File: config.mk
export PLATFORM = sky130hd
export DESIGN_NAME = parse_decimal_amount_core_flat
export DESIGN_NICKNAME = d
export VERILOG_FILES = /design/src/hw/rtl/pda_pkg.sv /design/src/hw/rtl/pda_in_if.sv /design/src/hw/rtl/pda_out_if.sv /design/src/hw/rtl/parse_decimal_amount_core.sv /design/src/flat_wrapper.sv
export SDC_FILE = /design/constraint.sdc
export NUM_CORES = 1
export LEC_CHECK = 0
export BUFFER_PORTS_ARGS = -buffer_cell sky130_fd_sc_hd__clkbuf_2
export CAP_MARGIN = 20
export CORE_MARGIN = 1
export CORE_UTILIZATION = 25
export DETAILED_ROUTE_END_ITERATION = 8
export SYNTH_ARGS = -nofsm -noshare
export SYNTH_HDL_FRONTEND = slang
export SYNTH_SLANG_ARGS = --single-unit
File: constraint.sdc
create_clock -name clk -period 9.95 [get_ports clk]
set_input_delay 0 -clock clk [delete_from_list [all_inputs] [get_ports clk]]
set_output_delay 0 -clock clk [all_outputs]
set_load 0.05 [all_outputs]
File: src/hw/rtl/pda_pkg.sv
package pda_pkg;

  localparam int CHAR_W          = 8;
  localparam int AMOUNT_W        = 60;
  localparam int WHOLE_DIGITS    = 10;
  localparam int FRACTION_DIGITS = 8;
  localparam int COUNT_W         = 4;
  localparam int WHOLE_TERM_W    = 30;
  localparam int FRAC_TERM_W     = 27;
  localparam int FRAC_WEIGHT_W   = 24;

  localparam logic [WHOLE_TERM_W-1:0] UNITS_PER_WHOLE = 30'd100000000;

  localparam logic [CHAR_W-1:0] CHAR_ZERO  = 8'h30;
  localparam logic [CHAR_W-1:0] CHAR_NINE  = 8'h39;
  localparam logic [CHAR_W-1:0] CHAR_POINT = 8'h2E;
  localparam logic [CHAR_W-1:0] CHAR_SPACE = 8'h20;
  localparam logic [CHAR_W-1:0] CHAR_TAB   = 8'h09;
  localparam logic [CHAR_W-1:0] CHAR_CR    = 8'h0D;

  function automatic logic is_digit(input logic [CHAR_W-1:0] c);
    return (c >= CHAR_ZERO) && (c <= CHAR_NINE);
  endfunction

  // Space, tab, LF, VT, FF and CR.
  function automatic logic is_blank(input logic [CHAR_W-1:0] c);
    return (c == CHAR_SPACE) || ((c >= CHAR_TAB) && (c <= CHAR_CR));
  endfunction

  // Weight of a fraction digit in 1e-8 units, by its place after the point.
  function automatic logic [FRAC_WEIGHT_W-1:0] frac_weight(input logic [2:0] pos);
    logic [FRAC_WEIGHT_W-1:0] w;
    case (pos)
      3'd0:    w = 24'd10000000;
      3'd1:    w = 24'd1000000;
      3'd2:    w = 24'd100000;
      3'd3:    w = 24'd10000;
      3'd4:    w = 24'd1000;
      3'd5:    w = 24'd100;
      3'd6:    w = 24'd10;
      default: w = 24'd1;
    endcase
    return w;
  endfunction

endpackage

File: src/hw/rtl/pda_in_if.sv
interface pda_in_if;
  logic                        valid;
  logic                        ready;
  logic [pda_pkg::CHAR_W-1:0]  character;
  logic                        end_of_text;

  modport source (output valid, output character, output end_of_text, input ready);
  modport sink (input valid, input character, input end_of_text, output ready);
endinterface

File: src/hw/rtl/pda_out_if.sv
interface pda_out_if;
  logic                          valid;
  logic                          ready;
  logic                          ok;
  logic [pda_pkg::AMOUNT_W-1:0]  amount;

  modport source (output valid, output ok, output amount, input ready);
  modport sink (input valid, input ok, input amount, output ready);
endinterface

File: src/hw/rtl/parse_decimal_amount_core.sv
// Channel   Dir  Payload                       Notes
// item      in   character[7:0], end_of_text   one text byte, or the end mark
// result    out  ok, amount[59:0]              one beat per end mark
//
// One beat can be taken every cycle unless the input stalls. A text byte is parsed at
// the edge after it is taken; an end beat loads its result beat at the edge it is parsed.
// An end beat waits in the input register while the result register is full and not
// being drained, and the input stalls for that time; text bytes never wait.
// rst is synchronous; it clears both valid flags and returns the parser to the
// leading whitespace phase.
module parse_decimal_amount_core (
  input  logic          clk,
  input  logic          rst,
  pda_in_if.sink        item,
  pda_out_if.source     result
);

  typedef enum logic [2:0] {
    PH_LEAD,
    PH_WHOLE,
    PH_FRAC,
    PH_TRAIL,
    PH_FAIL
  } phase_t;

  // Input register.
  logic                          in_valid;
  logic [pda_pkg::CHAR_W-1:0]    in_char;
  logic                          in_end;

  // Parser state. The whole part is accumulated directly in 1e-8 units.
  phase_t                        phase, phase_next;
  logic [pda_pkg::AMOUNT_W-1:0]  acc, acc_next;
  logic [pda_pkg::COUNT_W-1:0]   whole_count, whole_count_next;
  logic [pda_pkg::COUNT_W-1:0]   frac_pos, frac_pos_next;

  // Result register.
  logic                          out_valid;
  logic                          out_ok;
  logic [pda_pkg::AMOUNT_W-1:0]  out_amount;

  logic                          advance;
  logic                          digit;
  logic                          blank;
  logic [3:0]                    digit_val;
  logic [pda_pkg::WHOLE_TERM_W-1:0] whole_term;
  logic [pda_pkg::FRAC_TERM_W-1:0]  frac_term;
  logic [pda_pkg::AMOUNT_W-1:0]  acc_times_ten;

  assign advance     = in_valid && (!in_end || !out_valid || result.ready);
  assign item.ready  = !in_valid || advance;

  assign result.valid  = out_valid;
  assign result.ok     = out_ok;
  assign result.amount = out_amount;

  assign digit     = pda_pkg::is_digit(in_char);
  assign blank     = pda_pkg::is_blank(in_char);
  assign digit_val = 4'(in_char - pda_pkg::CHAR_ZERO);
  assign whole_term = pda_pkg::WHOLE_TERM_W'(digit_val) * pda_pkg::UNITS_PER_WHOLE;
  assign frac_term  = pda_pkg::FRAC_TERM_W'(digit_val) *
                      pda_pkg::FRAC_TERM_W'(pda_pkg::frac_weight(frac_pos[2:0]));
  assign acc_times_ten = {acc[pda_pkg::AMOUNT_W-4:0], 3'b000} +
                         {acc[pda_pkg::AMOUNT_W-2:0], 1'b0};

  always_comb begin
    phase_next       = phase;
    acc_next         = acc;
    whole_count_next = whole_count;
    frac_pos_next    = frac_pos;
    case (phase)
      PH_LEAD, PH_WHOLE: begin
        if (digit) begin
          if (whole_count >= pda_pkg::COUNT_W'(pda_pkg::WHOLE_DIGITS)) begin
            phase_next = PH_FAIL;
          end else begin
            acc_next         = acc_times_ten + pda_pkg::AMOUNT_W'(whole_term);
            whole_count_next = whole_count + 1'b1;
            phase_next       = PH_WHOLE;
          end
        end else if (in_char == pda_pkg::CHAR_POINT) begin
          phase_next = PH_FRAC;
        end else if (blank) begin
          phase_next = (phase == PH_LEAD) ? PH_LEAD : PH_TRAIL;
        end else begin
          phase_next = PH_FAIL;
        end
      end
      PH_FRAC: begin
        if (digit) begin
          if (frac_pos >= pda_pkg::COUNT_W'(pda_pkg::FRACTION_DIGITS)) begin
            phase_next = PH_FAIL;
          end else begin
            acc_next      = acc + pda_pkg::AMOUNT_W'(frac_term);
            frac_pos_next = frac_pos + 1'b1;
          end
        end else if (blank) begin
          phase_next = PH_TRAIL;
        end else begin
          phase_next = PH_FAIL;
        end
      end
      PH_TRAIL: begin
        if (!blank) begin
          phase_next = PH_FAIL;
        end
      end
      default: begin
        phase_next = PH_FAIL;
      end
    endcase
  end

  always_ff @(posedge clk) begin
    if (rst) begin
      in_valid    <= 1'b0;
      out_valid   <= 1'b0;
      phase       <= PH_LEAD;
      acc         <= '0;
      whole_count <= '0;
      frac_pos    <= '0;
    end else begin
      if (item.ready) begin
        in_valid <= item.valid;
      end
      if (advance && in_end) begin
        out_valid <= 1'b1;
      end else if (result.ready) begin
        out_valid <= 1'b0;
      end
      if (advance) begin
        if (in_end) begin
          phase       <= PH_LEAD;
          acc         <= '0;
          whole_count <= '0;
          frac_pos    <= '0;
        end else begin
          phase       <= phase_next;
          acc         <= acc_next;
          whole_count <= whole_count_next;
          frac_pos    <= frac_pos_next;
        end
      end
    end
  end

  always_ff @(posedge clk) begin
    if (item.ready && item.valid) begin
      in_char <= item.character;
      in_end  <= item.end_of_text;
    end
    if (advance && in_end) begin
      out_ok     <= (phase != PH_FAIL);
      out_amount <= (phase != PH_FAIL) ? acc : '0;
    end
  end

  a_fail_amount_zero: assert property (@(posedge clk) disable iff (rst)
    (out_valid && !out_ok) |-> (out_amount == '0))
    else $error("failed parse reported a nonzero amount");

  a_end_restarts: assert property (@(posedge clk) disable iff (rst)
    (advance && in_end) |=> (phase == PH_LEAD && acc == '0 &&
                             whole_count == '0 && frac_pos == '0))
    else $error("parser state not cleared after end beat");

  a_text_no_result: assert property (@(posedge clk) disable iff (rst)
    (!out_valid && advance && !in_end) |=> !out_valid)
    else $error("text byte produced a result");

  a_counts_bounded: assert property (@(posedge clk) disable iff (rst)
    (whole_count <= pda_pkg::COUNT_W'(pda_pkg::WHOLE_DIGITS)) &&
    (frac_pos <= pda_pkg::COUNT_W'(pda_pkg::FRACTION_DIGITS)))
    else $error("digit count out of range");

  a_stall_cause: assert property (@(posedge clk) disable iff (rst)
    !item.ready |-> (in_valid && in_end && out_valid && !result.ready))
    else $error("input stalled without a blocked end beat");

endmodule

File: src/flat_wrapper.sv
// flat-port wrapper written by rule: the top's interface ports become plain ports
module parse_decimal_amount_core_flat 
  (clk, rst, item_valid, item_character, item_end_of_text, item_ready, result_valid, result_ok, result_amount, result_ready);
  pda_in_if item_i ();
  pda_out_if result_i ();
  input  logic clk;
  input  logic rst;
  input wire logic [$bits(item_i.valid)-1:0] item_valid;
  input wire logic [$bits(item_i.character)-1:0] item_character;
  input wire logic [$bits(item_i.end_of_text)-1:0] item_end_of_text;
  output wire logic [$bits(item_i.ready)-1:0] item_ready;
  output wire logic [$bits(result_i.valid)-1:0] result_valid;
  output wire logic [$bits(result_i.ok)-1:0] result_ok;
  output wire logic [$bits(result_i.amount)-1:0] result_amount;
  input wire logic [$bits(result_i.ready)-1:0] result_ready;
  assign item_i.valid = item_valid;
  assign item_i.character = item_character;
  assign item_i.end_of_text = item_end_of_text;
  assign item_ready = item_i.ready;
  assign result_valid = result_i.valid;
  assign result_ok = result_i.ok;
  assign result_amount = result_i.amount;
  assign result_i.ready = result_ready;
  parse_decimal_amount_core u_core (.clk(clk), .rst(rst), .item(item_i), .result(result_i));
endmodule
==> metrics.yaml, run 1 <==
route:
  drt_iter0_drc: 917
  via_per_inst: 5.07
  vias: 13700
  ant_nets: 0
  drt_wl_total_mm: 47.2
  wl_per_cell_microns: 17.5
  drc: 0
  firstDrtPassIters: 7
global_routing:
  track_usage_pct: 14.9
  globalRouteOverflowTotal: 0
  first_global_vias: 13600
  grt_max_degree: 63
  antenna_found_initial: 0
  grt_pass1_wl_mm: 74.1
final_layout:
  fillers: 6422
  layout_common_cells: "ha_1, nor2_1, inv_1, a21oi_1, nand2_1"
  final_cell_area_sq_um: 17400
  multi_input_area_sq_um: 11000
  area_growth_pct: 12.9
  final_common_cell: "ha_1"
  final_util_pct: 28.7
  nNetsFinal: 2176
  n_antenna_cell: 0
  drive_gt1_share_pct: 7.96
  seq_area_sq_um: 3560
clock_network:
  h-tree-depth: 4
  clockBufferDepth: 2
  insertion_delay_ps: 460
  clkSinkCount: 143
  path_clk_slew_ps: 70
  cts_buffers: 17
  cts_tree: "yes"
  clock_tree.root_cell: "clkbuf_16"
power:
  p_switching_mw: 0.700
  ir_drop_mv: 0.137
  p_clk_share_pct: 35.9
  powerDensity_nw_per_um2: 113
  p_int_mw: 1.26
  p_sw_share_pct: 35.7
  power.leakage_nw: 7.87
  combPwrFrac_pct: 31.9
  seqPwrFrac_pct: 32.3
sta:
  worst_pin_slew_ps: 953
  holdWs_ps: 149
  fin_crit_sh_pct: 81.4
  skew_ps: 14.8
  setup_viol: 0
  layout_min_cycle_time_ps: 8100
  fmax_ghz: 0.124
  finalHoldViolCount: 0
  setup-tns-final_ps: 0
  slew_headroom_pct: 36.2
  rsz0062_at_grt: "no"
  finalMaxSlewViolations: 0
place:
  io_buffers: 75
  place_congestion: 0.899
  placed_area_sq_um: 16700
  place_hpwl_mm: 36.7
synth:
  yosysWarnings: 0
  synth_seq_cells: 143
  synth_compound_area_share_pct: 22.3
  synthCells: 1852
  synth_cell_types: 85
  synth_flop_cell: "dfxtp_1"
  muxShareOfSynthArea_pct: 0.398
  syn_area_sq_um: 15400
  synth-adder-area-share_pct: 23.8
  synth_sequential_area_ratio_pct: 23.1
  synth_top_family_by_area: "adder cells"
  synth-edff-count: 70
  synthTopCellsByArea: "ha_1, edfxtp_1, dfxtp_1, fa_1, a21oi_1"
  yosysTopAreaCell: "ha_1"
  synth_xor_area_share_pct: 6.19
  synth.avg_cell_area_sq_um: 8.33
  synth_top_area_share_pct: 15.3
  synth-simple-area-share_pct: 18.5
  syn-num-nets: 2119
  async_flop_share_pct: 0
floorplan:
  io_pins: 76
  core_area_sq_um: 60700
  die_w_microns: 250
  rows: 90
  initial_core_util_pct: 25.4
  die_y_microns: 250
  dieArea_sq_um: 62700
critical_path:
  worstPathArrival_ps: 8410
  cpMostUsedCell: "fa_1"
  crit_type: "reg2reg"
  cp_slowest_stage_delay_ps: 560
  endpoint_kind: "register"
  cp_max_fo: 9
  critPathLaunchType: "register"
  critPathSlowestCell: "fa_1"
  worst_ep_required_time_ps: 10260
min_path:
  hold_path_class: "in2reg"
run_status:
  outcome: "finished clean"
flow_run:
  max_cap_viol_count: 0
[metal layers]
layer  vias to the layer above  wire (microns)  GRT usage [%]
met5                         -               0              0
met4                         0            1330           5.56
met3                        69            1670           2.11
met2                       346           23900           26.9
met1                      6573           20300           17.8
li1                       6709               -              -
[path summary, 6_finish.rpt]
| kind | startpoint | to | slack [ps] | cells after the start |
|---|---|---|---|---|
| max reg2reg | u_core.frac_pos[1] | u_core.acc[58] | 1850 | 28 |
| min reg2reg | u_core.whole_count[3] | u_core.whole_count[3] | 480 | 1 |
| max | u_core.frac_pos[1] | u_core.acc[58] | 1850 | 28 |
| min | rst | u_core.frac_pos[2] | 150 | 3 |
[logic make-up after synthesis]
logic type	count (synthesis)
AO/OA/AOI/OAI	521
XOR/XNOR	109
adder cells (fa/ha/maj)	254
buffers and inverters	234
flip-flops	143
multiplexers	6
AND/OR/NAND/NOR	585
[timing repair]
item                      CTS  global route
setup buffers               0             0
hold endpoints to repair   11             0
resized for setup           0             0
hold buffers               12             0
[worst max-delay path: cells and delay by family, from the launching register on]
family / cells / cell delay, ps
compound gates: 12 / 2700
xor+xnor: 1 / 160
fa+ha+maj: 5 / 2310
buf+inv: 2 / 220
flops: 1 / 480
simple gates: 8 / 2060
[cell type report]
cell class,count,area share [%]
Timing Repair Buffer,103,3.53
Tap cell,782,5.62
Multi-Input combinational cell,1475,63.2
Inverter,169,3.64
Clock buffer,21,2.77
Clock inverter,11,0.819
Sequential cell,143,20.5
[per-stage QoR]
| stage | setup WS, ps | cells | total power, mW |
|---|---|---|---|
| final | 1850 | 2704 | 1.96 |
| after detailed placement | 2020 | 2659 | 1.26 |
| after floorplan | 2690 | 1852 | 1.11 |
| after CTS | 1970 | 2703 | 1.98 |
| after global placement | 2150 | 2659 | 1.26 |
| after global routing | 1390 | 2704 | 2.07 |
[power by group through the flow]
stage,sequential (mW),clock (mW),combinational (mW)
after detailed placement,0.646,0,0.614
after CTS,0.633,0.721,0.623
after global routing,0.634,0.741,0.693
final,0.633,0.704,0.625
after floorplan,0.668,0,0.442
after global placement,0.646,0,0.610
[Yosys cell counts (4+ instances only)]
cell / count
or3_1: 15
a211o_1: 7
and4_1: 9
nor2b_1: 53
o22ai_1: 4
a22oi_1: 17
o21bai_1: 20
a21oi_1: 162
o21ai_1: 24
and3_1: 21
mux2i_1: 5
a21o_1: 53
nand2b_1: 23
o21a_1: 20
inv_1: 167
o211ai_1: 12
clkbuf_1: 60
nor3_1: 39
a21boi_1: 4
xor2_1: 45
o21ai_0: 79
nand4_1: 28
o31ai_1: 5
a32oi_1: 4
nand2_1: 134
and2_1: 25
o31a_1: 4
nand3_1: 37
nor2_1: 174
ha_1: 188
a21oi_2: 5
a311oi_1: 4
nor4_1: 9
edfxtp_1: 70
fa_1: 66
xnor2_1: 64
a211oi_1: 11
a31oi_1: 26
dfxtp_1: 73
[sequential cells by signal (all words and copies together) (netlist names)]
register and count:
u_core.acc 60, u_core.frac_pos 4, u_core.in_char 8, u_core.in_end 1
u_core.in_valid 1, u_core.phase 3, u_core.result.amount 60, u_core.result.ok 1
u_core.result.valid 1, u_core.whole_count 4
Note: power is estimated with default switching activity, not from simulation.
==> run 2, diff against run 1 <==
==> constraint.sdc (replaced) <==
create_clock -name clk -period 8.2 [get_ports clk]
set_input_delay 0 -clock clk [delete_from_list [all_inputs] [get_ports clk]]
set_output_delay 0 -clock clk [all_outputs]
set_load 0.05 [all_outputs]
==> run 2 against run 1 <==
  * Combinational power increased by 24%
  * Critical path type unchanged
  * Design area grew 0.69%
  * Maximum frequency grew 4.6%
  * Register-to-register slack got worse by 1400 ps
  * Highest routed layer unchanged
==> metrics.yaml, run 2 (synthesized netlist as in run 1, its figures left out) <==
critical_path:
  worstPathArrival_ps: 8110  # -300 ps
  cp_slowest_stage_delay_ps: 550  # about the same
  critPathSlowestCell: "fa_1"
  cp_max_fo: 11  # +2
  endpoint_kind: "register"
  ff2ff_path_depth: 29  # +3.6%
  critPathLaunchType: "register"
  crit_type: "reg2reg"
  worst_ep_required_time_ps: 8560  # -1700 ps
clock_network:
  path_clk_slew_ps: 70  # about the same
  clockBufferDepth: 2  # unchanged
  insertion_delay_ps: 470  # about the same
  cts_tree: "yes"
  cts_buffers: 17  # unchanged
  clock_tree.root_cell: "clkbuf_16"
  h-tree-depth: 4  # unchanged
  clkSinkCount: 143  # unchanged
place:
  place_hpwl_mm: 37.9  # +3.2%
  io_buffers: 75  # unchanged
  placed_area_sq_um: 16700  # +0.41%
  place_congestion: 0.931  # +3.6%
sta:
  slew_headroom_pct: 25.3  # -11 points
  finalHoldViolCount: 0  # unchanged
  setup_viol: 0  # unchanged
  worst_pin_slew_ps: 1120  # +165 ps
  fin_crit_sh_pct: 94.4  # +13 points
  setup-tns-final_ps: 0  # unchanged
  layout_min_cycle_time_ps: 7740  # -353 ps
  fmax_ghz: 0.129  # +4.6%
  finalMaxSlewViolations: 0  # unchanged
  skew_ps: 14.9  # +0.147 ps
  rsz0062_at_grt: "no"
global_routing:
  antenna_found_initial: 0  # unchanged
  globalRouteOverflowTotal: 0  # unchanged
  track_usage_pct: 15.4  # +0.48 points
  grt_max_degree: 62  # -1.6%
  first_global_vias: 13900  # +2.3%
  grt_pass1_wl_mm: 76.2  # +2.8%
final_layout:
  fillers: 6427  # +0.078%
  area_growth_pct: 13.7
  final_cell_area_sq_um: 17500  # +0.69%
  final_util_pct: 28.9  # +0.20 points
  nNetsFinal: 2185  # +0.41%
  n_antenna_cell: 0  # unchanged
  layout_common_cells: "ha_1, nor2_1, inv_1, a21oi_1, nand2_1"
  drive_gt1_share_pct: 8.80  # +0.84 points
  final_common_cell: "ha_1"
route:
  ant_nets: 0  # unchanged
  drt_iter0_drc: 875  # -4.6%
  firstDrtPassIters: 5  # -2
  vias: 13900  # +1.3%
  drc: 0  # unchanged
  via_per_inst: 5.11  # +0.96%
  wl_per_cell_microns: 17.8  # +2.3%
  drt_wl_total_mm: 48.4  # +2.6%
floorplan:
  rows: 90  # unchanged
  die_w_microns: 250  # unchanged
  initial_core_util_pct: 25.4  # unchanged
  die_y_microns: 250  # unchanged
  dieArea_sq_um: 62700  # unchanged
  core_area_sq_um: 60700  # unchanged
  io_pins: 76  # unchanged
power:
  powerDensity_nw_per_um2: 136  # +21%
  ir_drop_mv: 0.162  # +18%
  total_power_mw: 2.39  # +22%
  power.leakage_nw: 7.94  # +0.90%
min_path:
  hold-path-cell-count: 3  # unchanged
  hold_path_class: "in2reg"
flow_run:
  max_cap_viol_count: 0  # unchanged
run_status:
  outcome: "finished clean"
## run 2: per-layer routing
layer / share of wire (%) / global-route usage (%) / up-vias
met3: 3.8 / 1.91 / 76
met4: 3.2 / 6.28 / 0
met5: 0 / 0 / -
li1: - / - / 6733
met2: 50 / 27.5 / 337
met1: 43 / 18.6 / 6729
## run 2: timing repair
action | CTS | global route
setup endpoints to repair | 0 | 24
setup buffers | 0 | 1
gates resized for setup | 0 | 10
endpoints found under the hold margin | 12 | 0
hold buffers | 12 | 0
## run 2: final timing paths
kind                                       startpoint               endpoint  slack [ps]
worst min-delay path                              rst  u_core.whole_count[2]         160
worst max-delay path               u_core.frac_pos[0]         u_core.acc[41]         460
worst max register to register     u_core.frac_pos[0]         u_core.acc[41]         460
worst min register to register  u_core.whole_count[3]  u_core.whole_count[3]         480
## run 2: power by group
part           internal (mW)  switching, mW  total [mW]
clock                  0.483          0.367       0.850
combinational          0.282          0.490       0.772
sequential             0.760        0.00901       0.769
## run 2: critical path, delay by kind of cell (launching register included)
| kind | cells | cell delay (ps) |
|---|---|---|
| XOR/XNOR | 1 | 100 |
| adder cells (fa/ha/maj) | 5 | 2080 |
| buffers and inverters | 3 | 220 |
| AO/OA/AOI/OAI | 12 | 2690 |
| flip-flops | 1 | 370 |
| AND/OR/NAND/NOR | 8 | 2170 |
## run 2: final cells by class
class                      count  area [sq um]  area share [%]
sequential                   143          3560            20.3
clock inverter                15           186            1.06
inverter                     169           634            3.62
multi-input combinational   1475         11100            63.1
timing repair buffer         112           683            3.90
tap                          782           978            5.58
clock buffer                  17           425            2.43
## run 2: metrics by stage
step                instances  hold WS (ps)  setup WS, ps
CTS                      2712           136           161
global placement         2667           185           360
global route             2713           168          9.40
detailed placement       2668           185           199
finish                   2713           161           456
floorplan                1852          98.9           941
